## src/hw/rtl/catk_pkg.sv

```systemverilog
`timescale 1ns / 1ps

package catk_pkg;

  // fixed field widths of the item and result payloads
  localparam int KIND_W  = 2;
  localparam int CID_W   = 2;
  localparam int AID_W   = 3;
  localparam int DLY_W   = 16;
  localparam int ACT_W   = 2;
  localparam int TGT_W   = 8;
  localparam int EVT_W   = 32;
  localparam int MOD_W   = 16;

  // configuration port
  localparam int NUM_CFG   = 4;
  localparam int CFG_IDX_W = 2;
  localparam logic [MOD_W-1:0] MOD_RESET = 16'hFFFF;

  // at most this many results per tick
  localparam int MAX_RESULTS = 8;
  localparam int RCNT_W      = 4;

  typedef enum logic [KIND_W-1:0] {
    KIND_TICK   = 2'd0,
    KIND_ARM    = 2'd1,
    KIND_CANCEL = 2'd2
  } kind_t;

  typedef enum logic [ACT_W-1:0] {
    ACT_ACTIVATE  = 2'd0,
    ACT_SET_EVENT = 2'd1,
    ACT_CALLBACK  = 2'd2,
    ACT_INCREMENT = 2'd3
  } action_t;

  typedef enum logic [2:0] {
    ST_IDLE,
    ST_COUNT,
    ST_MOD,
    ST_READ,
    ST_UPDATE,
    ST_FLUSH
  } state_t;

  typedef struct packed {
    logic [AID_W-1:0] fired_alarm;
    logic [ACT_W-1:0] fired_action;
    logic [TGT_W-1:0] fired_target;
    logic [EVT_W-1:0] fired_event;
    logic             last;
  } result_t;

endpackage

```

## src/hw/rtl/catk_if.sv

```systemverilog
`timescale 1ns / 1ps

interface catk_cmd_if import catk_pkg::*; ();
  logic              valid;
  logic              ready;
  logic [KIND_W-1:0] kind;
  logic [CID_W-1:0]  counter_id;
  logic [AID_W-1:0]  alarm_id;
  logic [DLY_W-1:0]  alarm_delay;
  logic [DLY_W-1:0]  alarm_period;
  logic [ACT_W-1:0]  action_kind;
  logic [TGT_W-1:0]  action_target;
  logic [EVT_W-1:0]  event_mask;

  modport source (
    output valid, kind, counter_id, alarm_id, alarm_delay, alarm_period,
           action_kind, action_target, event_mask,
    input  ready
  );
  modport sink (
    input  valid, kind, counter_id, alarm_id, alarm_delay, alarm_period,
           action_kind, action_target, event_mask,
    output ready
  );
endinterface

interface catk_res_if import catk_pkg::*; ();
  logic             valid;
  logic             ready;
  logic [AID_W-1:0] fired_alarm;
  logic [ACT_W-1:0] fired_action;
  logic [TGT_W-1:0] fired_target;
  logic [EVT_W-1:0] fired_event;
  logic             last;

  modport source (
    output valid, fired_alarm, fired_action, fired_target, fired_event, last,
    input  ready
  );
  modport sink (
    input  valid, fired_alarm, fired_action, fired_target, fired_event, last,
    output ready
  );
endinterface

```

## src/hw/rtl/counter_alarm_tick_engine.sv

```systemverilog
`timescale 1ns / 1ps

// channel   dir  handshake      payload
// cmd       in   valid/ready    kind, counter_id, alarm_id, alarm_delay, alarm_period,
//                               action_kind, action_target, event_mask
// res       out  valid/ready    fired_alarm, fired_action, fired_target, fired_event, last
// cfg       in   cfg_we         cfg_index, cfg_data (counter moduli)
//
// arm and cancel complete at the transfer and leave cmd.ready high
// a tick holds cmd.ready low for a counter step, plus a restoring remainder when the counter
// plus one reaches a nonzero modulus, plus a read of every alarm and an update of each active
// alarm, plus a flush step
// these steps follow from the single shared subtractor and the one read port of the alarm table
// rst is synchronous: counters cleared, all alarms inactive, moduli back to all ones
// a full result register stalls the alarm walk only when a second result is waiting,
// and holds the flush state while the final result waits

module counter_alarm_tick_engine import catk_pkg::*; #(
  parameter int NUM_COUNTERS = 4,
  parameter int NUM_ALARMS   = 8,
  parameter int TIME_BITS    = 16
) (
  input  logic                 clk,
  input  logic                 rst,
  input  logic                 cfg_we,
  input  logic [CFG_IDX_W-1:0] cfg_index,
  input  logic [MOD_W-1:0]     cfg_data,
  catk_cmd_if.sink             cmd,
  catk_res_if.source           res
);

  // counter value may run up to the modulus even when TIME_BITS is narrower
  localparam int CW  = (TIME_BITS > MOD_W) ? TIME_BITS : MOD_W;
  // value plus one, wrapping at 32 bits
  localparam int XW  = (CW < 32) ? CW + 1 : 32;
  localparam int SW  = XW;
  localparam int BW  = $clog2(XW);
  localparam int AW  = (NUM_ALARMS > 1) ? $clog2(NUM_ALARMS) : 1;
  localparam int CIW = (NUM_COUNTERS > 1) ? $clog2(NUM_COUNTERS) : 1;

  typedef struct packed {
    logic [TIME_BITS-1:0] remaining;
    logic [TIME_BITS-1:0] reload;
    logic [CID_W-1:0]     counter;
    logic [ACT_W-1:0]     action;
    logic [TGT_W-1:0]     target;
    logic [EVT_W-1:0]     evt;
  } entry_t;

  state_t state, state_next;

  // configuration and counters
  logic [MOD_W-1:0]     cfg_mod [NUM_CFG];
  logic [CW-1:0]        cnt_val [NUM_COUNTERS];

  // alarm table: valid bits in flops, the rest in a memory with one write port and one read port
  logic                 active  [NUM_ALARMS];
  entry_t               mem     [NUM_ALARMS];
  entry_t               rd_q;

  // walk state
  logic [CID_W-1:0]     cur_cid;
  logic [AW-1:0]        idx;
  logic [RCNT_W-1:0]    res_cnt;
  logic [XW-1:0]        x_q;
  logic [MOD_W-1:0]     rem_q;
  logic [BW-1:0]        bit_cnt;

  // held result and output register
  result_t              pend, out_q, new_res;
  logic                 pend_vld, out_vld;

  // shared subtractor
  logic [SW-1:0]        sub_a, sub_b, sub_diff;
  logic                 sub_borrow;

  // decoded status
  logic                 cmd_fire, cid_ok, aid_ok, hit, expire, emit_ok;
  logic                 out_free, upd_stall, last_idx;
  logic [CIW-1:0]       ci;
  logic [AW-1:0]        aid_idx;
  logic [MOD_W-1:0]     modulus;
  logic [XW-1:0]        x_cmb;
  logic [MOD_W:0]       mod_in;
  logic [MOD_W-1:0]     rem_next;
  logic [TIME_BITS-1:0] dec;
  entry_t               arm_word;

  // control outputs of the sequencer
  logic                 cmd_ready, mem_we, act_set, act_clr, cnt_we;
  logic                 ld_x, mod_step, idx_inc, tick_start, emit_now, flush_now, out_load;
  logic [AW-1:0]        mem_wa, act_ia;
  entry_t               mem_wd;
  logic [CW-1:0]        cnt_wd;

  assign cmd_fire = cmd.valid & cmd.ready;
  assign cid_ok   = 32'(cur_cid) < NUM_COUNTERS;
  assign aid_ok   = 32'(cmd.alarm_id) < NUM_ALARMS;
  assign aid_idx  = AW'(cmd.alarm_id);
  assign ci       = CIW'(cur_cid);
  assign modulus  = cfg_mod[cur_cid];
  assign x_cmb    = XW'(cnt_val[ci]) + XW'(1);
  // next remainder step: shift in one dividend bit
  assign mod_in   = {rem_q, x_q[bit_cnt]};

  assign arm_word.remaining = TIME_BITS'(cmd.alarm_delay);
  assign arm_word.reload    = TIME_BITS'(cmd.alarm_period);
  assign arm_word.counter   = cmd.counter_id;
  assign arm_word.action    = cmd.action_kind;
  assign arm_word.target    = cmd.action_target;
  assign arm_word.evt       = cmd.event_mask;

  // operand select for the one subtractor: compare, remainder step or decrement
  always_comb begin
    unique case (state)
      ST_COUNT: begin
        sub_a = SW'(x_cmb);
        sub_b = SW'(modulus);
      end
      ST_MOD: begin
        sub_a = SW'(mod_in);
        sub_b = SW'(modulus);
      end
      ST_UPDATE: begin
        sub_a = SW'(rd_q.remaining);
        sub_b = SW'(1);
      end
      default: begin
        sub_a = '0;
        sub_b = '0;
      end
    endcase
  end

  assign {sub_borrow, sub_diff} = {1'b0, sub_a} - {1'b0, sub_b};

  assign rem_next  = sub_borrow ? mod_in[MOD_W-1:0] : sub_diff[MOD_W-1:0];
  assign dec       = sub_diff[TIME_BITS-1:0];
  assign hit       = rd_q.counter == cur_cid;
  assign expire    = hit && (dec == '0);
  assign emit_ok   = expire && (res_cnt < RCNT_W'(MAX_RESULTS));
  assign out_free  = !out_vld || res.ready;
  // a second result can only move on once the output register has room
  assign upd_stall = emit_ok && pend_vld && !out_free;
  assign last_idx  = idx == AW'(NUM_ALARMS - 1);

  assign new_res.fired_alarm  = AID_W'(idx);
  assign new_res.fired_action = rd_q.action;
  assign new_res.fired_target = rd_q.target;
  assign new_res.fired_event  = (rd_q.action == ACT_SET_EVENT) ? rd_q.evt : '0;
  assign new_res.last         = 1'b0;

  // next state
  always_comb begin
    state_next = state;
    unique case (state)
      ST_IDLE: begin
        if (cmd_fire && (cmd.kind == KIND_TICK)) state_next = ST_COUNT;
      end
      ST_COUNT: begin
        priority if (!cid_ok)                      state_next = ST_IDLE;
        else if ((modulus == '0) || sub_borrow)    state_next = ST_READ;
        else                                       state_next = ST_MOD;
      end
      ST_MOD: begin
        if (bit_cnt == '0) state_next = ST_READ;
      end
      ST_READ: begin
        priority if (active[idx]) state_next = ST_UPDATE;
        else if (last_idx)        state_next = ST_FLUSH;
        else                      state_next = ST_READ;
      end
      ST_UPDATE: begin
        priority if (upd_stall) state_next = ST_UPDATE;
        else if (last_idx)      state_next = ST_FLUSH;
        else                    state_next = ST_READ;
      end
      ST_FLUSH: begin
        if (!pend_vld || out_free) state_next = ST_IDLE;
      end
    endcase
  end

  // sequencer outputs
  always_comb begin
    cmd_ready  = 1'b0;
    mem_we     = 1'b0;
    mem_wa     = idx;
    mem_wd     = rd_q;
    act_set    = 1'b0;
    act_clr    = 1'b0;
    act_ia     = idx;
    cnt_we     = 1'b0;
    cnt_wd     = '0;
    ld_x       = 1'b0;
    mod_step   = 1'b0;
    idx_inc    = 1'b0;
    tick_start = 1'b0;
    emit_now   = 1'b0;
    flush_now  = 1'b0;
    unique case (state)
      ST_IDLE: begin
        cmd_ready = 1'b1;
        if (cmd_fire) begin
          unique case (cmd.kind)
            KIND_TICK: tick_start = 1'b1;
            KIND_ARM: begin
              if (aid_ok) begin
                mem_we  = 1'b1;
                mem_wa  = aid_idx;
                mem_wd  = arm_word;
                act_set = 1'b1;
                act_ia  = aid_idx;
              end
            end
            KIND_CANCEL: begin
              if (aid_ok) begin
                act_clr = 1'b1;
                act_ia  = aid_idx;
              end
            end
            default: ;
          endcase
        end
      end
      ST_COUNT: begin
        if (cid_ok) begin
          priority if (modulus == '0) begin
            // no modulus: wrap at the full time width
            cnt_we = 1'b1;
            cnt_wd = CW'(TIME_BITS'(x_cmb));
          end else if (sub_borrow) begin
            cnt_we = 1'b1;
            cnt_wd = CW'(x_cmb);
          end else begin
            ld_x = 1'b1;
          end
        end
      end
      ST_MOD: begin
        mod_step = 1'b1;
        if (bit_cnt == '0) begin
          cnt_we = 1'b1;
          cnt_wd = CW'(rem_next);
        end
      end
      ST_READ: begin
        idx_inc = !active[idx] && !last_idx;
      end
      ST_UPDATE: begin
        if (!upd_stall) begin
          if (hit) begin
            mem_we           = 1'b1;
            mem_wd.remaining = expire ? rd_q.reload : dec;
            // one-shot alarm goes inactive on expiry
            act_clr          = expire && (rd_q.reload == '0);
          end
          emit_now = emit_ok;
          idx_inc  = !last_idx;
        end
      end
      ST_FLUSH: begin
        flush_now = pend_vld && out_free;
      end
    endcase
  end

  assign out_load = (emit_now && pend_vld) || flush_now;

  // control registers
  always_ff @(posedge clk) begin
    if (rst) begin
      state    <= ST_IDLE;
      pend_vld <= 1'b0;
      out_vld  <= 1'b0;
      idx      <= '0;
      res_cnt  <= '0;
      bit_cnt  <= '0;
      for (int i = 0; i < NUM_CFG; i++) cfg_mod[i] <= MOD_RESET;
      for (int i = 0; i < NUM_COUNTERS; i++) cnt_val[i] <= '0;
      for (int i = 0; i < NUM_ALARMS; i++) active[i] <= 1'b0;
    end else begin
      state <= state_next;
      if (cfg_we) cfg_mod[cfg_index] <= cfg_data;
      if (cnt_we) cnt_val[ci] <= cnt_wd;
      if (act_set) active[act_ia] <= 1'b1;
      if (act_clr) active[act_ia] <= 1'b0;

      if (emit_now)       pend_vld <= 1'b1;
      else if (flush_now) pend_vld <= 1'b0;

      if (out_load)       out_vld <= 1'b1;
      else if (res.ready) out_vld <= 1'b0;

      if (tick_start)   idx <= '0;
      else if (idx_inc) idx <= AW'(idx + 1'b1);

      if (tick_start)    res_cnt <= '0;
      else if (emit_now) res_cnt <= RCNT_W'(res_cnt + 1'b1);

      if (ld_x)          bit_cnt <= BW'(XW - 1);
      else if (mod_step) bit_cnt <= BW'(bit_cnt - 1'b1);
    end
  end

  // payload registers
  always_ff @(posedge clk) begin
    if (tick_start) cur_cid <= cmd.counter_id;
    if (ld_x) begin
      x_q   <= x_cmb;
      rem_q <= '0;
    end else if (mod_step) begin
      rem_q <= rem_next;
    end
    if (emit_now) pend <= new_res;
    if (emit_now && pend_vld) begin
      out_q <= pend;
    end else if (flush_now) begin
      // final result of the tick carries last
      out_q <= '{fired_alarm:  pend.fired_alarm,
                 fired_action: pend.fired_action,
                 fired_target: pend.fired_target,
                 fired_event:  pend.fired_event,
                 last:         1'b1};
    end
  end

  // alarm table memory, registered read at the walk index
  always_ff @(posedge clk) begin
    if (mem_we) mem[mem_wa] <= mem_wd;
    rd_q <= mem[idx];
  end

  assign cmd.ready        = cmd_ready;
  assign res.valid        = out_vld;
  assign res.fired_alarm  = out_q.fired_alarm;
  assign res.fired_action = out_q.fired_action;
  assign res.fired_target = out_q.fired_target;
  assign res.fired_event  = out_q.fired_event;
  assign res.last         = out_q.last;

endmodule

```

## src/flat_wrapper.sv

```systemverilog
// flat-port wrapper written by rule: the top's interface ports become plain ports
module counter_alarm_tick_engine_flat import catk_pkg::*;
#(
  parameter int NUM_COUNTERS = 4,
  parameter int NUM_ALARMS   = 8,
  parameter int TIME_BITS    = 16
)
  (clk, rst, cfg_we, cfg_index, cfg_data, cmd_valid, cmd_kind, cmd_counter_id, cmd_alarm_id, cmd_alarm_delay, cmd_alarm_period, cmd_action_kind, cmd_action_target, cmd_event_mask, cmd_ready, res_valid, res_fired_alarm, res_fired_action, res_fired_target, res_fired_event, res_last, res_ready);
  catk_cmd_if cmd_i ();
  catk_res_if res_i ();
  input  logic clk;
  input  logic rst;
  input  logic cfg_we;
  input  logic [CFG_IDX_W-1:0] cfg_index;
  input  logic [MOD_W-1:0] cfg_data;
  input wire logic [$bits(cmd_i.valid)-1:0] cmd_valid;
  input wire logic [$bits(cmd_i.kind)-1:0] cmd_kind;
  input wire logic [$bits(cmd_i.counter_id)-1:0] cmd_counter_id;
  input wire logic [$bits(cmd_i.alarm_id)-1:0] cmd_alarm_id;
  input wire logic [$bits(cmd_i.alarm_delay)-1:0] cmd_alarm_delay;
  input wire logic [$bits(cmd_i.alarm_period)-1:0] cmd_alarm_period;
  input wire logic [$bits(cmd_i.action_kind)-1:0] cmd_action_kind;
  input wire logic [$bits(cmd_i.action_target)-1:0] cmd_action_target;
  input wire logic [$bits(cmd_i.event_mask)-1:0] cmd_event_mask;
  output wire logic [$bits(cmd_i.ready)-1:0] cmd_ready;
  output wire logic [$bits(res_i.valid)-1:0] res_valid;
  output wire logic [$bits(res_i.fired_alarm)-1:0] res_fired_alarm;
  output wire logic [$bits(res_i.fired_action)-1:0] res_fired_action;
  output wire logic [$bits(res_i.fired_target)-1:0] res_fired_target;
  output wire logic [$bits(res_i.fired_event)-1:0] res_fired_event;
  output wire logic [$bits(res_i.last)-1:0] res_last;
  input wire logic [$bits(res_i.ready)-1:0] res_ready;
  assign cmd_i.valid = cmd_valid;
  assign cmd_i.kind = cmd_kind;
  assign cmd_i.counter_id = cmd_counter_id;
  assign cmd_i.alarm_id = cmd_alarm_id;
  assign cmd_i.alarm_delay = cmd_alarm_delay;
  assign cmd_i.alarm_period = cmd_alarm_period;
  assign cmd_i.action_kind = cmd_action_kind;
  assign cmd_i.action_target = cmd_action_target;
  assign cmd_i.event_mask = cmd_event_mask;
  assign cmd_ready = cmd_i.ready;
  assign res_valid = res_i.valid;
  assign res_fired_alarm = res_i.fired_alarm;
  assign res_fired_action = res_i.fired_action;
  assign res_fired_target = res_i.fired_target;
  assign res_fired_event = res_i.fired_event;
  assign res_last = res_i.last;
  assign res_i.ready = res_ready;
  counter_alarm_tick_engine #(.NUM_COUNTERS(NUM_COUNTERS), .NUM_ALARMS(NUM_ALARMS), .TIME_BITS(TIME_BITS)) u_core (.clk(clk), .rst(rst), .cfg_we(cfg_we), .cfg_index(cfg_index), .cfg_data(cfg_data), .cmd(cmd_i), .res(res_i));
endmodule
```

## config.mk

```make
export PLATFORM = sky130hd
export DESIGN_NAME = counter_alarm_tick_engine_flat
export DESIGN_NICKNAME = d
export VERILOG_FILES = /design/src/hw/rtl/catk_pkg.sv /design/src/hw/rtl/catk_if.sv /design/src/hw/rtl/counter_alarm_tick_engine.sv /design/src/flat_wrapper.sv
export SDC_FILE = /design/constraint.sdc
export NUM_CORES = 1
export LEC_CHECK = 0
export ABC_CLOCK_PERIOD_IN_PS = 12100
export BUFFER_PORTS_ARGS = -buffer_cell sky130_fd_sc_hd__buf_2
export CAP_MARGIN = 10
export CORE_UTILIZATION = 40
export DETAILED_ROUTE_END_ITERATION = 6
export GPL_TIMING_DRIVEN = 0
export SLEW_MARGIN = 10
export SYNTH_ARGS = -nofsm -noshare
export SYNTH_HDL_FRONTEND = slang
export SYNTH_SLANG_ARGS = --single-unit
```

## constraint.sdc

```tcl
create_clock -name clk -period 12.1 [get_ports clk]
set_input_delay 1.815 -clock clk [delete_from_list [all_inputs] [get_ports clk]]
set_output_delay 1.815 -clock clk [all_outputs]
set_load 0.02 [all_outputs]
```

Yosys cells after proc, flatten, opt, wreduce, memory -nomap -nowiden
Memory sizes are Yosys's and may differ from the RTL's. A register that Yosys moved wholly into a read port is not among the register bits.
Cells that the tools add are included.
{"block": "totals", "out_inout_bits": 48, "ff_bits": 143, "ram_bits": 744, "input_bits": 104, "n_memories": 4}
{"memory": "u_core.mem", "depth": 8, "width": 76, "read_ports": 1, "rd_clocked_by_memory_dff": 1, "wr": 1, "line_no": "counter_alarm_tick_engine.sv:58", "source": "entry_t mem [NUM_ALARMS];"}
{"memory": "u_core.cfg_mod", "depth": 4, "width": 16, "read_ports": 1, "rd_clocked_by_memory_dff": 1, "wr": 4, "line_no": "counter_alarm_tick_engine.sv:53", "source": "logic [MOD_W-1:0] cfg_mod [NUM_CFG];"}
{"memory": "u_core.cnt_val", "depth": 4, "width": 16, "read_ports": 1, "rd_clocked_by_memory_dff": 1, "wr": 4, "line_no": "counter_alarm_tick_engine.sv:54", "source": "logic [CW-1:0] cnt_val [NUM_COUNTERS];"}
{"memory": "u_core.active", "depth": 8, "width": 1, "read_ports": 1, "rd_clocked_by_memory_dff": 1, "wr": 8, "line_no": "counter_alarm_tick_engine.sv:57", "source": "logic active [NUM_ALARMS];"}
{"block": "op_classes", "n_eq_ne": 13, "n_reduce_logical": 36, "mux": 96, "bitwise": 2, "n_lt_le_gt_ge": 2, "addsub": 5}
{"operator": "76-bit 2-to-1 mux", "count": 2}
{"operator": "16-bit 2-to-1 mux", "count": 9}
{"operator": "16-bit one-hot mux with 2 select lines", "count": 3}
{"operator": "46-bit 2-to-1 mux", "count": 2}
{"operator": "60-bit 2-to-1 mux", "count": 1}
{"operator": "1-bit 2-to-1 mux", "count": 51}
{"operator": "17-bit one-hot mux with 3 select lines", "count": 1}
{"operator": "16-bit zero test", "count": 3}
{"operator": "3-bit 2-to-1 mux", "count": 15}
{"operator": "16-bit OR reduction", "count": 2}
{"operator": "3-bit one-hot mux with 6 select lines", "count": 1}
{"operator": "17-bit by 16-bit subtractor with 18-bit output", "count": 1}
{"operator": "16-bit by 1-bit adder with 17-bit output, second input constant", "count": 1}
{"operator": "5-bit 2-to-1 mux", "count": 2}
{"operator": "3-bit == test, second input constant", "count": 3}
{"operator": "1-bit logical AND", "count": 9}
{"operator": "2-bit 2-to-1 mux", "count": 4}
{"operator": "1-bit one-hot mux with 2 select lines", "count": 4}
{"operator": "2-bit nonzero test", "count": 4}
{"operator": "2-bit OR reduction", "count": 4}
{"operator": "3-bit by 2-bit == test with 1-bit output, second input constant", "count": 2}
{"operator": "5-bit by 6-bit less-than comparator with 1-bit output, second input constant", "count": 1}
{"operator": "2-bit by 1-bit inequality test with 1-bit output, second input constant", "count": 3}
{"operator": "1-bit binary-select mux with 5-bit select", "count": 1}
{"operator": "other kinds (17)", "count": 25}

Logic depth before layout (Yosys ltp)
Gate-level depths: netlist (run 1).
{"block": "depth", "ltp_word": 17, "depth_mapped": 24}

Worst setup path before layout (run 1)
No wires, ideal clock.
{"block": "synth_timing", "path_kind": "register to register", "start": "reg (tool-made name)", "end": "reg u_core.pend[10] in the netlist's numbering, enable pin", "n_path_buf": 4, "synth_period_minus_slack_ns": 9.134, "t_arrival_ns": 8.572, "setup_ns": 0.563, "required_ns": 11.537, "setup_slack_ns": 2.966, "path_stages_with_launch": 22, "cell_sequence": "dfxtp_1 buf_4 buf_6 buf_2 mux4_2 and2_1 nand4_1 nor2_1 xnor2_1 inv_1 a22oi_1 o21ai_0 ha_1 buf_2 a21oi_1 o211ai_1 o21a_1 a311oi_1 xnor2_1 nor4_1 nand3_1 nor4_1"}
{"item": "to (signal assigned)", "line_no": "counter_alarm_tick_engine.sv:315", "source": "if (emit_now) pend <= new_res;"}
{"item": "to (decl)", "line_no": "counter_alarm_tick_engine.sv:70", "source": "result_t pend, out_q, new_res;"}

==> impl.org, run 1 <==
** Outcome
- The flow ran to the end, and the final reports show no timing, DRC or antenna violations.

** Global route
- Entering global routing, the biggest net connects 27 pins.
- The number of antenna violations at the first check in global routing is 7.
- For this run, the total global-route usage over all layers was measured as 0.202.
- Vias in the first global route :: 23100
- Global routing finished with a remaining overflow of 0.
- Global-route wire length before repair :: 148000 um

** Power and ir drop
- Summed over all cells, the static leakage comes to 15.7 nW.
- Across the VDD grid, the largest voltage drop is 0.000236 V.
- Power Dens Cells :: 227 mW/mm^2
- Tot Pwr :: 10.4 mW

** Die
- Core ar. :: 0.0967 sq mm
- DIE HEIGHT :: 315 um
- Number of top-level design ports :: 152
- Initial core utilization :: 0.404
- Row generation in the floorplan step produced 114 rows.
- The floorplan step defined a die boundary enclosing 0.0990 sq mm.
- Measured along the x axis, the die boundary spans 315 um.

** Synth
- Count of cell types in the netlist :: 79
- Seq cells post-synth :: 968
- Of the post-synthesis cell area, the dominant cell type holds 0.656.
- The average instance in the mapped netlist occupies 15.8 sq um.
- Synthesis produced 2472 cells.
- Most area-consuming cells after synthesis :: sky130_fd_sc_hd__edfxtp_1 (66%), sky130_fd_sc_hd__mux4_2 (11%), sky130_fd_sc_hd__dfxtp_1 (5.8%)
- Register area share after synthesis :: 0.714
- When the netlist entered floorplanning its net count stood at 2602.
- For this run, asynchronously set or reset flops after synthesis account for 0.
- Yosys mapped a number of flops with a built-in enable equal to 854.
- After synthesis the cells add up to 0.0391 sq mm.
- For this run, the number of Yosys warnings is 0.
- The largest total area in the synthesized netlist belongs to sky130_fd_sc_hd__edfxtp_1.
- For this run, the leading register cell type out of synthesis is sky130_fd_sc_hd__edfxtp_1.

** Clock tree
- Worst-Skew Late Latency :: 0.69 ns
- H-tree depth reported by CTS :: 3
- Clock tree root buffer cell :: sky130_fd_sc_hd__clkbuf_16
- Longest Clk Path Bufs :: 3
- # resized after CTS :: 0
- The clock drives 968 sinks.
- In this run the post-CTS setup repair buffer count came out at 0.
- In this run, CTS created clock tree buffers numbering 98.
- The number of hold buffers added after CTS was 0.
- Register clock-pin slew on the reported worst setup and hold paths :: 0.06 ns
- CTS tree :: done

** STA
- Worst relative slew slack :: 0.228
- The final-report max-slew violation count was 0.
- Worst hold margin :: 0.414 ns
- For the pin with the worst max-slew slack, the measured transition is 1.16 ns.
- FMAX :: 119 MHz
- Unrepaired setup endpoints after global routing :: no
- Number of failing hold endpoints at the final stage :: 0
- Setup violations remaining at the end of the flow were counted as 0.
- The smallest clock period supported by the final layout is computed as 8.43 ns.
- Dividing the final minimum period by the clock period gives 0.696.
- In the final timing run, aggregate negative setup slack is 0 ns.
- Final clock skew :: 0.0537 ns

** Finish
- Area growth from synthesis to final layout :: 17.4%
- Count of filler cells inserted in the layout :: 8246
- Final instance count without filler cells :: 4134
- Final Instance Area :: 0.0459 sq mm
- For this run, the post-layout net count is 2900.
- Share of cells above drive strength 1 :: 0.213

** Routing
- The detailed router placed 22400 vias in this run.
- DRC marker count from the first detailed-route iteration :: 2158
- Avg Vias per Cell :: 5.41
- After detailed routing, the average wire length per cell comes to 24.1 um.
- After detailed routing, the number of remaining DRC violations is 0.
- Once detail routing completed, the nets flagged for antenna violations numbered 0.
- First drt pass iteration count :: 5
- For this block, the routed nets add up to 99600 um of wire.

** Worst setup path
- The worst setup path is captured at a flop.
- Crit start category :: flop
- For flop-to-flop paths, the worst setup slack is 3.67 ns.
- STA puts the critical path data required time at 12.48 ns.
- Worst reg2reg path depth :: 24
- Data arrival, critical path :: 8.80 ns
- Kind of critical path :: flop to flop
- In this run the critical register-to-register path is captured at u_core.mem[1][19]$_DFFE_PP_.
- Largest fanout on the critical path :: 18

** Worst hold path
- Hold Path Depth :: 0
- The worst hold path belongs to the class flop to flop.
- End point of the worst hold path :: u_core.res.fired_event[19]$_DFFE_PP_
- In this run the most critical hold path is launched from u_core.pend[20]$_SDFFCE_PP0P_.

** Place
- Hpwl dp :: 69000 um
- Cell total after placement :: 3946
- Port Buffer Count :: 151
- Final GP Congestion :: 0.903
- Summing all placed instances gives a cell area of 0.0425 sq mm.

** Job
- Max-cap viol count :: 0
## flip-flops by register name, summed over array words and instances (netlist names), 4 cells and up, named ones only
name                     cells
u_core.active                8
u_core.pend                 45
u_core.cfg_mod              64
u_core.x_q                  17
u_core.bit_cnt               5
u_core.mem                 608
u_core.new_res              10
u_core.cnt_val              64
u_core.rd_q                 66
u_core.res_cnt               4
u_core.res.fired_target      8
u_core.res.fired_event      32
u_core.rem_q                16
## metal layers
layer / up-vias / track usage / share of wire
met5: - / 0 / 0.00022
met2: 751 / 0.333 / 0.48
met4: 4 / 0.0685 / 0.030
met1: 11500 / 0.271 / 0.42
li1: 9983 / - / -
met3: 165 / 0.0360 / 0.064
## worst max-delay path, stage by stage (launching register included)
cell,delay [ns]
sky130_fd_sc_hd__dfxtp_1,0.48
sky130_fd_sc_hd__buf_2,0.34
sky130_fd_sc_hd__clkbuf_1,0.55
sky130_fd_sc_hd__mux4_2,0.38
sky130_fd_sc_hd__ha_1,0.25
sky130_fd_sc_hd__nand4_2,0.18
sky130_fd_sc_hd__nand2b_1,0.22
sky130_fd_sc_hd__xnor2_1,0.52
sky130_fd_sc_hd__a22oi_1,0.21
sky130_fd_sc_hd__o22ai_1,0.26
sky130_fd_sc_hd__ha_1,0.31
sky130_fd_sc_hd__clkbuf_1,0.23
sky130_fd_sc_hd__a21oi_1,0.20
sky130_fd_sc_hd__o211ai_1,0.10
sky130_fd_sc_hd__o21a_1,0.19
sky130_fd_sc_hd__a311oi_1,0.46
sky130_fd_sc_hd__xor2_1,0.35
sky130_fd_sc_hd__and3_1,0.32
sky130_fd_sc_hd__a211oi_2,0.62
sky130_fd_sc_hd__a22oi_1,0.45
sky130_fd_sc_hd__nor2_4,0.65
sky130_fd_sc_hd__buf_12,0.27
sky130_fd_sc_hd__buf_12,0.21
sky130_fd_sc_hd__buf_16,0.17
sky130_fd_sc_hd__buf_12,0.20
## metrics by stage
stage,utilization,setup WS (ns)
after floorplan,-,2.97
after global placement,0.429,-2.70
after detailed placement,0.440,3.69
after CTS,0.475,3.70
after global routing,0.475,3.24
final,0.475,3.67
## placed cells by master (no fill, tap or decap), drive strengths merged, types with 14 or more instances in the layout
cell type	count
edfxtp	854
mux2i	25
a211oi	28
dfxtp	114
a22oi	19
xor2	14
a21oi	51
clkbuf	203
buf	249
nand2	477
ha	25
and2	39
nor3	17
mux4	191
clkinv	36
o21ai	26
nand2b	78
inv	48
nor2	154
## cells by family (layout without fill, tap and decap cells)
family,Yosys count,count (layout),share of synthesized area
flops,968,968,0.714
simple gates,858,858,0.0983
mux,219,219,0.117
compound gates,206,206,0.0383
buf+inv,168,552,0.0175
xor+xnor,27,27,0.00605
fa+ha+maj,26,26,0.00851
other cells,0,2,0
## Yosys cell counts, types with 8 or more instances
master / number
sky130_fd_sc_hd__inv_1: 43
sky130_fd_sc_hd__ha_1: 25
sky130_fd_sc_hd__o21ai_0: 23
sky130_fd_sc_hd__nor2_1: 152
sky130_fd_sc_hd__or2_2: 9
sky130_fd_sc_hd__nand2b_1: 78
sky130_fd_sc_hd__a22oi_1: 19
sky130_fd_sc_hd__xnor2_1: 13
sky130_fd_sc_hd__buf_1: 35
sky130_fd_sc_hd__nor2b_1: 11
sky130_fd_sc_hd__xor2_1: 14
sky130_fd_sc_hd__and3_1: 11
sky130_fd_sc_hd__buf_2: 8
sky130_fd_sc_hd__and2_1: 39
sky130_fd_sc_hd__mux4_2: 191
sky130_fd_sc_hd__clkbuf_1: 73
sky130_fd_sc_hd__dfxtp_1: 114
sky130_fd_sc_hd__nand3_1: 13
sky130_fd_sc_hd__a211oi_1: 26
sky130_fd_sc_hd__nand2_1: 477
sky130_fd_sc_hd__nand4_1: 9
sky130_fd_sc_hd__a21oi_1: 50
sky130_fd_sc_hd__edfxtp_1: 854
sky130_fd_sc_hd__mux2i_1: 25
sky130_fd_sc_hd__nor3_1: 17
sky130_fd_sc_hd__nor4_1: 12
## final cells by class
| cell class | count | area [sq um] | area share |
|---|---|---|---|
| Antenna cell | 2 | 5.00 | 0.000109 |
| Buffer | 124 | 522 | 0.0114 |
| Clock buffer | 130 | 2660 | 0.0580 |
| Clock inverter | 56 | 691 | 0.0150 |
| Inverter | 44 | 165 | 0.00360 |
| Multi-Input combinational cell | 1336 | 10600 | 0.230 |
| Sequential cell | 968 | 27900 | 0.608 |
| Tap cell | 1276 | 1600 | 0.0348 |
| Timing Repair Buffer | 198 | 1760 | 0.0384 |
## report_power, final
part	internal [mW]	leakage, nW	switching (mW)	total, mW
Combinational	1.00	5.28	2.08	3.08
Sequential	4.10	8.82	0.120	4.22
Clock	1.82	1.63	1.29	3.11
## how the worst max path moves through the flow
stage                                          endpoint  depth (start not counted)  slack [ns]  startpoint
after global routing        u_core.mem[1][35]$_DFFE_PP_                         24        3.24        flop
after global placement     u_core.pend[9]$_SDFFCE_PP0P_                         19       -2.70        flop
after detailed placement    u_core.mem[1][27]$_DFFE_PP_                         24        3.69        flop
after CTS                   u_core.mem[1][29]$_DFFE_PP_                         24        3.70        flop
after floorplan           u_core.pend[10]$_SDFFCE_PP0P_                         21        2.97        flop
final                       u_core.mem[1][19]$_DFFE_PP_                         24        3.67        flop
Power figures use the tool's default switching activity.
==> run 2: changes to the inputs <==
- ABC_CLOCK_PERIOD_IN_PS: 12100 -> 8000
- clock period: 12.1 -> 8 ns (I/O delays scaled with it)
==> impl.org, run 2 (synthesis results as in run 1) <==
** Outcome
- Result of the run: finished, final reports clean (unchanged).

** STA
- Final Max Tran Viols :: 0 (unchanged)
- FMAX :: 129 MHz (was 119 MHz)
- The sum of negative setup slack was 0 ns (unchanged).
- Final period utilization :: 0.968 (was 0.696)
- The final critical-path required period came to 7.74 ns (was 8.43 ns).
- The largest clock skew in the final design was 0.0401 ns (was 0.0537 ns).
- Unrepaired setup endpoints after global routing :: no (unchanged)
- The number of hold-slack violations in the final timing report was 0 (unchanged).
- The final setup violation count came to 0 (unchanged).
- Worst relative slew slack :: 0.144 (was 0.228)
- The worst-margin pin slew came to 1.28 ns (was 1.16 ns).

** Worst setup path
- The critical path endpoint category is a flop (unchanged).
- Data arrival, critical path :: 8.12 ns (was 8.80 ns)
- The family with the most delay on the worst path is compound AO/OA/AOI/OAI gates (unchanged).
- Buffers plus inverters on the worst setup path :: 8 (was 7)
- Critical path data required time :: 8.38 ns (was 12.48 ns)
- The slowest cell on the critical path was sky130_fd_sc_hd__a311oi_1 (was sky130_fd_sc_hd__nor2_4).
- Kind of critical path :: flop to flop (unchanged)
- The largest incremental delay on the critical path came to 0.59 ns (was 0.65 ns).
- The library cell appearing most often on the critical path is sky130_fd_sc_hd__buf_16 (was sky130_fd_sc_hd__buf_12).
- Largest fanout on the critical path :: 18 (unchanged)
- The type of element launching the critical path was a flop (unchanged).
- The cell count of the worst reg-to-reg path is 25 (was 24).
- The cell depth of the worst setup path came to 25 (was 24).

** Worst hold path
- Worst hold path type :: flop to flop (unchanged)
- Hold Path Depth :: 0 (unchanged)
- The start point of the worst min-delay path was u_core.pend[14]$_SDFFCE_PP0P_ (was u_core.pend[20]$_SDFFCE_PP0P_).

** Die
- Number of top-level design ports :: 152 (unchanged)
- Core ar. :: 0.0967 sq mm (unchanged)
- Width of the die :: 315 um (unchanged)
- Number of core rows :: 114 (unchanged)
- The floorplan die height is 315 um (unchanged).
- Initial core utilization :: 0.404 (unchanged)
- The die area is 0.0990 sq mm (unchanged).

** Routing
- The total via count in the routed design came to 22400 (about the same).
- DRC :: 0 (unchanged)
- The detailed-routing iteration count for the pre-antenna-repair pass is 5 (unchanged).
- Avg Vias per Cell :: 5.42 (was 5.41)
- The final wirelength is 100000 um (was 99600 um).
- The count of nets left with antenna violations after detail routing was 0 (unchanged).
- DRC marker count from the first detailed-route iteration :: 1933 (was 2158)
- Routed len/inst :: 24.2 um (was 24.1 um)

** Clock tree
- The number of H-tree levels is 3 (unchanged).
- The CTS sink count is 968 (unchanged).
- Clock tree root buffer cell :: sky130_fd_sc_hd__clkbuf_16 (unchanged)
- Longest Clk Path Bufs :: 3 (unchanged)
- Register clock-pin slew on the reported worst setup and hold paths :: 0.06 ns (about the same)
- The clock latency on the worst-skew pair is 0.68 ns (was 0.69 ns).
- The clock tree from TritonCTS is done (unchanged).
- The number of CTS-inserted buffers is 98 (unchanged).

** Place
- The post-DP HPWL came to 69100 um (was 69000 um).
- Port Buffer Count :: 151 (unchanged)
- Final GP Congestion :: 0.894 (was 0.903)

** Global route
- The largest net degree at the start of global routing is 27 (unchanged).
- Gr usage total :: 0.204 (was 0.202)
- Global-route wire length before repair :: 149000 um (was 148000 um)
- Vias in the first global route :: 23200 (was 23100)
- The overflow left after global routing was 0 (unchanged).
- The number of antenna violations at the first check in global routing was 7 (unchanged).

** Finish
- The register bank with the most flops is u_core.mem (unchanged).
- Highest-count cells in the layout ignoring fill and taps: sky130_fd_sc_hd__edfxtp_1 (854), sky130_fd_sc_hd__nand2_1 (477), sky130_fd_sc_hd__mux4_2 (191) (unchanged).
- The number of flip-flops under the largest register name came to 608 (unchanged).
- Top flop regs :: u_core.mem x608, u_core.rd_q x66 (unchanged)
- The number of fill cells in the layout came to 8282 (was 8246).
- Nets :: 2904 (was 2900)
- The most common cell after layout, fill and taps aside is sky130_fd_sc_hd__edfxtp_1 (unchanged).
- Share of cells above drive strength 1 :: 0.218 (was 0.213)
- The post-synthesis to final-layout area growth was 17.7% (was 17.4%).

** Power and ir drop
- The switching share of power is 0.329 (was 0.335).
- Leakage :: 15.8 nW (was 15.7 nW)
- The cell area power density was 345 mW/mm^2 (was 227 mW/mm^2).
- Part of the power in the clock network :: 0.309 (was 0.299)
- Tot Pwr :: 15.9 mW (was 10.4 mW)
- Comb power frac :: 0.289 (was 0.296)
- The largest vdd supply drop is 0.000276 V (was 0.000236 V).
- Reg power frac :: 0.402 (was 0.405)
- Cell-internal power :: 10.7 mW (was 6.93 mW)
- Net Switching :: 5.23 mW (was 3.49 mW)

** Job
- The number of violations of the max-capacitance limit is 0 (unchanged).
[run 2: cell types whose count changed in the layout (fill, tap and decap cells not counted), moves of 4 or more]
cell	before	now
sky130_fd_sc_hd__clkbuf_8	9	14
sky130_fd_sc_hd__clkbuf_1	95	88
sky130_fd_sc_hd__buf_12	14	18
sky130_fd_sc_hd__buf_4	10	17
sky130_fd_sc_hd__bufinv_16	12	16
sky130_fd_sc_hd__buf_16	24	16
[run 2: final cells by class]
| class | count | area [sq um] | area share |
|---|---|---|---|
| sequential | 968 | 27900 | 0.607 |
| multi-input combinational | 1336 | 10600 | 0.230 |
| clock buffer | 129 | 2730 | 0.0593 |
| timing repair buffer | 202 | 1700 | 0.0370 |
| tap | 1276 | 1600 | 0.0347 |
| clock inverter | 55 | 787 | 0.0171 |
| buffer | 124 | 522 | 0.0113 |
| inverter | 44 | 165 | 0.00359 |
| antenna | 2 | 5.00 | 0.000109 |
[run 2: final timing paths]
kind / end / slack, ns
max: u_core.mem[6][34]$_DFFE_PP_ / 0.26
max reg2reg: u_core.mem[6][34]$_DFFE_PP_ / 0.26
min reg2reg: u_core.res.fired_event[13]$_DFFE_PP_ / 0.42
min: u_core.res.fired_event[13]$_DFFE_PP_ / 0.42
[run 2: layer usage]
metal  wire length (um)  part of all wire  track usage  vias up
li1                   -                 -            -     9957
met1              42200              0.42        0.270    11600
met2              49700              0.50        0.342      722
met3               5640             0.056       0.0335      156
met4               2580             0.026       0.0654        8
met5                 47           0.00047            0        -
[run 2: what timing repair did]
| action | 4_1_cts | 5_1_grt |
|---|---|---|
| buffers inserted | 9 | 7 |
| endpoints found under the hold margin | 0 | 0 |
| setup endpoints to repair | 389 | 174 |
| resized for setup | 1 | 1 |
| hold buffers | 0 | 0 |
| pin swaps | 4 | 2 |
[run 2: per-stage QoR]
stage | hold WS, ns | setup WS [ns] | cells | util | instance area (sq um)
6_report | 0.417 | 0.256 | 4136 | 0.476 | 46000
5_1_grt | 0.422 | 0.0103 | 4135 | 0.476 | 46000
3_3_place_gp | 0.407 | -5.93 | 3899 | 0.429 | 41500
4_1_cts | 0.419 | 0.170 | 4127 | 0.475 | 46000
2_1_floorplan | 0.400 | -0.404 | 2472 | - | 39100
3_5_place_dp | 0.405 | -0.424 | 3934 | 0.438 | 42300
[run 2: power groups by stage]
stage	logic, mW	registers (mW)	clock network [mW]
4_1_cts	4.53	6.39	4.99
2_1_floorplan	3.07	6.41	0
3_3_place_gp	4.39	6.50	0
3_5_place_dp	4.51	6.49	0
5_1_grt	4.92	6.42	5.17
6_report	4.58	6.39	4.91
==> run 3: changes to the inputs <==
- CORE_MARGIN: unset -> 2
- SLEW_MARGIN: 10 -> 5
==> impl.org, run 3 (synthesis results as in run 1) <==
** Outcome
- Result of the run :: finished, final reports clean (unchanged)

** Routing
- The initial detailed-routing violation count came to 2080 (was 1933).
- DRC :: 0 (unchanged)
- The post-detailed-route via-to-cell ratio was 5.42 (about the same).
- The detailed-routing iteration count for the pre-antenna-repair pass came to 6 (was 5).
- Routed len/inst :: 24.1 um (was 24.2 um)
- Post-detailed-route count of antenna-violating nets :: 0 (unchanged)
- The total via count in the routed design was 22400 (about the same).
- Total wire length after detailed routing :: 99600 um (was 100000 um)

** STA
- The maximum achievable frequency is 131 MHz (was 129 MHz).
- The final critical-path required period came to 7.65 ns (was 7.74 ns).
- The number of hold-slack violations in the final timing report came to 0 (unchanged).
- Unrepaired setup endpoints after global routing :: no (unchanged)
- Worst-margin pin slew :: 1.32 ns (was 1.28 ns)
- Final period utilization :: 0.957 (was 0.968)
- The final setup violation count was 0 (unchanged).
- The final-layout worst hold slack was 0.417 ns (about the same).
- Worst relative slew slack :: 0.115 (was 0.144)
- The final-report max-slew violation count came to 0 (unchanged).
- Final clock skew :: 0.0339 ns (was 0.0401 ns)

** Clock tree
- The number of buffers on the longest clock path is 3 (unchanged).
- Total clock sinks :: 968 (unchanged)
- Clock tree root buffer cell :: sky130_fd_sc_hd__clkbuf_16 (unchanged)
- The clock tree from TritonCTS is done (unchanged).
- Worst-Skew Late Latency :: 0.69 ns (was 0.68 ns)
- Num CTS Buffers :: 100 (was 98)
- H-tree depth reported by CTS :: 3 (unchanged)
- The clock slew at the register clock pins of the worst setup and hold paths is 0.06 ns (about the same).

** Worst setup path
- The category of the critical setup timing path is flop to flop (unchanged).
- The critical path arrival came to 8.07 ns (was 8.12 ns).
- The biggest fanout along the worst timing path is 19 (was 18).
- Crit start category :: flop (unchanged)
- RR Endpoint :: u_core.mem[4][37]$_DFFE_PP_ (was u_core.mem[6][34]$_DFFE_PP_)
- The cell count of the worst reg-to-reg path came to 23 (was 25).
- The slowest cell on the critical path was sky130_fd_sc_hd__nor4b_4 (was sky130_fd_sc_hd__a311oi_1).
- Critical path data required time :: 8.42 ns (was 8.38 ns)
- The setup slack of the worst register-to-register path came to 0.35 ns (was 0.26 ns).
- The signal on the critical path passes through buf_2 -> clkbuf_2 -> mux4_2 -> ha_1 -> nand4_2 -> xnor2_1 -> a22oi_1 -> o21ai_0 -> ha_1 -> a21oi_1 -> o21ai_1 -> or2_2 -> o211ai_1 -> nand4_1 -> nor4b_4 -> a21o_1 -> buf_6 -> o32a_1 -> nor2_4 -> buf_16 -> buf_12 -> buf_16 -> buf_12.
- Delay of the slowest cell on the worst path :: 0.64 ns (was 0.59 ns)
- Kind of end point of the critical path :: flop (unchanged)

** Die
- Width of the die :: 317 um (was 315 um)
- The die area came to 0.100 sq mm (was 0.0990 sq mm).
- The number of cell rows came to 114 (unchanged).
- Core ar. :: 0.0969 sq mm (was 0.0967 sq mm)
- The floorplan die height was 317 um (was 315 um).
- Number of top-level design ports :: 152 (unchanged)
- The initial standard-cell utilization of the core came to 0.404 (about the same).

** Finish
- Flip-flop count of the largest register after layout :: 608 (unchanged)
- Highest-count cells in the layout ignoring fill and taps: sky130_fd_sc_hd__edfxtp_1 (854), sky130_fd_sc_hd__nand2_1 (477), sky130_fd_sc_hd__mux4_2 (191) (unchanged).
- The register bank with the most flops was u_core.mem (unchanged).
- The most common cell after layout, fill and taps aside is sky130_fd_sc_hd__edfxtp_1 (unchanged).
- Top flop regs :: u_core.mem x608, u_core.rd_q x66 (unchanged)
- The post-synthesis to final-layout area growth came to 17.2% (was 17.7%).
- The number of fill cells in the layout is 8281 (was 8282).
- Share of cells above drive strength 1 :: 0.213 (was 0.218)
- The final net count came to 2899 (was 2904).
- Layout Utilization :: 0.473 (was 0.476)

** Global route
- The number of antenna violations at the first check in global routing was 7 (unchanged).
- Largest net degree at the start of global routing :: 27 (unchanged)
- Vias in the first global route :: 23100 (was 23200)
- The overflow left after global routing came to 0 (unchanged).
- The global-route wire length before repair came to 148000 um (was 149000 um).
- Gr usage total :: 0.200 (was 0.204)

** Place
- The post-DP HPWL came to 68600 um (was 69100 um).
- Final GP Congestion :: 0.941 (was 0.894)
- Port Buffer Count :: 151 (unchanged)

** Power and ir drop
- Comb power frac :: 0.288 (was 0.289)
- The cell leakage power was 15.7 nW (was 15.8 nW).
- The net switching power came to 5.20 mW (was 5.23 mW).
- The switching share of power is 0.329 (about the same).
- Power Dens Cells :: 345 mW/mm^2 (about the same)
- Part of the power in the clock network :: 0.308 (was 0.309)
- The fraction of power consumed by sequential logic is 0.404 (was 0.402).
- The internal power consumption came to 10.6 mW (was 10.7 mW).
- Max VDD drop :: 0.000231 V (was 0.000276 V)

** Worst hold path
- The class of the tightest hold or removal check is flop to flop (unchanged).
- The start point of the worst min-delay path is u_core.pend[9]$_SDFFCE_PP0P_ (was u_core.pend[14]$_SDFFCE_PP0P_).
- The worst hold path cell count was 0 (unchanged).
- End point of the worst hold path :: u_core.res.fired_event[8]$_DFFE_PP_ (was u_core.res.fired_event[13]$_DFFE_PP_)

** Job
- The number of violations of the max-capacitance limit was 0 (unchanged).
[run 3: changes by cell type in the layout (fill, tap and decap cells not counted), moves of 2 or more]
| cell | delta |
|---|---|
| sky130_fd_sc_hd__buf_12 | +7 |
| sky130_fd_sc_hd__buf_16 | -11 |
| sky130_fd_sc_hd__buf_4 | -3 |
| sky130_fd_sc_hd__clkbuf_1 | +8 |
| sky130_fd_sc_hd__clkbuf_16 | +4 |
| sky130_fd_sc_hd__clkbuf_8 | -10 |
| sky130_fd_sc_hd__clkinv_1 | +6 |
| sky130_fd_sc_hd__clkinv_2 | -2 |
| sky130_fd_sc_hd__clkinv_4 | +2 |
[run 3: power groups by stage]
| stage | registers, mW | logic, mW | clock network, mW |
|---|---|---|---|
| global route | 6.42 | 4.94 | 5.14 |
| CTS | 6.39 | 4.49 | 4.95 |
| global placement | 6.51 | 4.35 | 0 |
| detailed placement | 6.50 | 4.46 | 0 |
| floorplan | 6.41 | 3.07 | 0 |
| finish | 6.39 | 4.56 | 4.87 |
[run 3: worst max path at each step]
stage	endpoint	slack, ns	cells after the start
final	u_core.mem[4][37]$_DFFE_PP_	0.35	23
after global placement	u_core.mem[5][35]$_DFFE_PP_	-5.84	20
after detailed placement	u_core.mem[3][36]$_DFFE_PP_	-0.66	24
after global routing	u_core.mem[4][48]$_DFFE_PP_	0.01	23
after floorplan	u_core.mem[3][0]$_DFFE_PP_	-0.40	21
after CTS	u_core.mem[7][46]$_DFFE_PP_	0.0005	26
[run 3: critical path: cells and delay by family, from the launching register on]
kind / cells / cell delay [ns]
buffers and inverters: 7 / 1.62
flip-flops: 1 / 0.51
AND/OR/NAND/NOR: 5 / 1.50
XOR/XNOR: 1 / 0.38
multiplexers: 1 / 0.33
AO/OA/AOI/OAI: 7 / 2.36
adder cells (fa/ha/maj): 2 / 0.66
[run 3: per-stage QoR]
step | setup WS (ns) | power, mW | instance area, sq um | std cells | setup TNS [ns]
global route | 0.00959 | 16.5 | 45800 | 4134 | 0
CTS | 0.000481 | 15.8 | 45800 | 4130 | 0
finish | 0.347 | 15.8 | 45800 | 4134 | 0
detailed placement | -0.662 | 11.0 | 42200 | 3934 | -109.65
floorplan | -0.404 | 9.49 | 39100 | 2472 | -241.03
global placement | -5.84 | 10.9 | 41500 | 3899 | -3721.37
[run 3: layout make-up]
type,instances,area (sq um),share of cell area
antenna,1,2.50,0.0000546
buffer,124,522,0.0114
clock buffer,131,2720,0.0594
clock inverter,59,764,0.0167
inverter,44,165,0.00360
multi-input combinational,1336,10600,0.232
sequential,968,27900,0.609
tap,1276,1600,0.0348
timing repair buffer,195,1520,0.0331
[run 3: routing by layer]
| layer | vias to the layer above | track usage | routed length, um |
|---|---|---|---|
| met4 | 6 | 0.0556 | 2240 |
| met1 | 11600 | 0.269 | 42300 |
| li1 | 9962 | - | - |
| met2 | 716 | 0.340 | 49600 |
| met5 | - | 0 | 37 |
| met3 | 147 | 0.0295 | 5350 |
[run 3: timing repair]
action                                 CTS  global route
resized for setup                        1             3
setup endpoints to repair              383           263
pin swaps                                6             2
endpoints found under the hold margin    0             0
hold buffers                             0             0
buffers inserted                         6             3
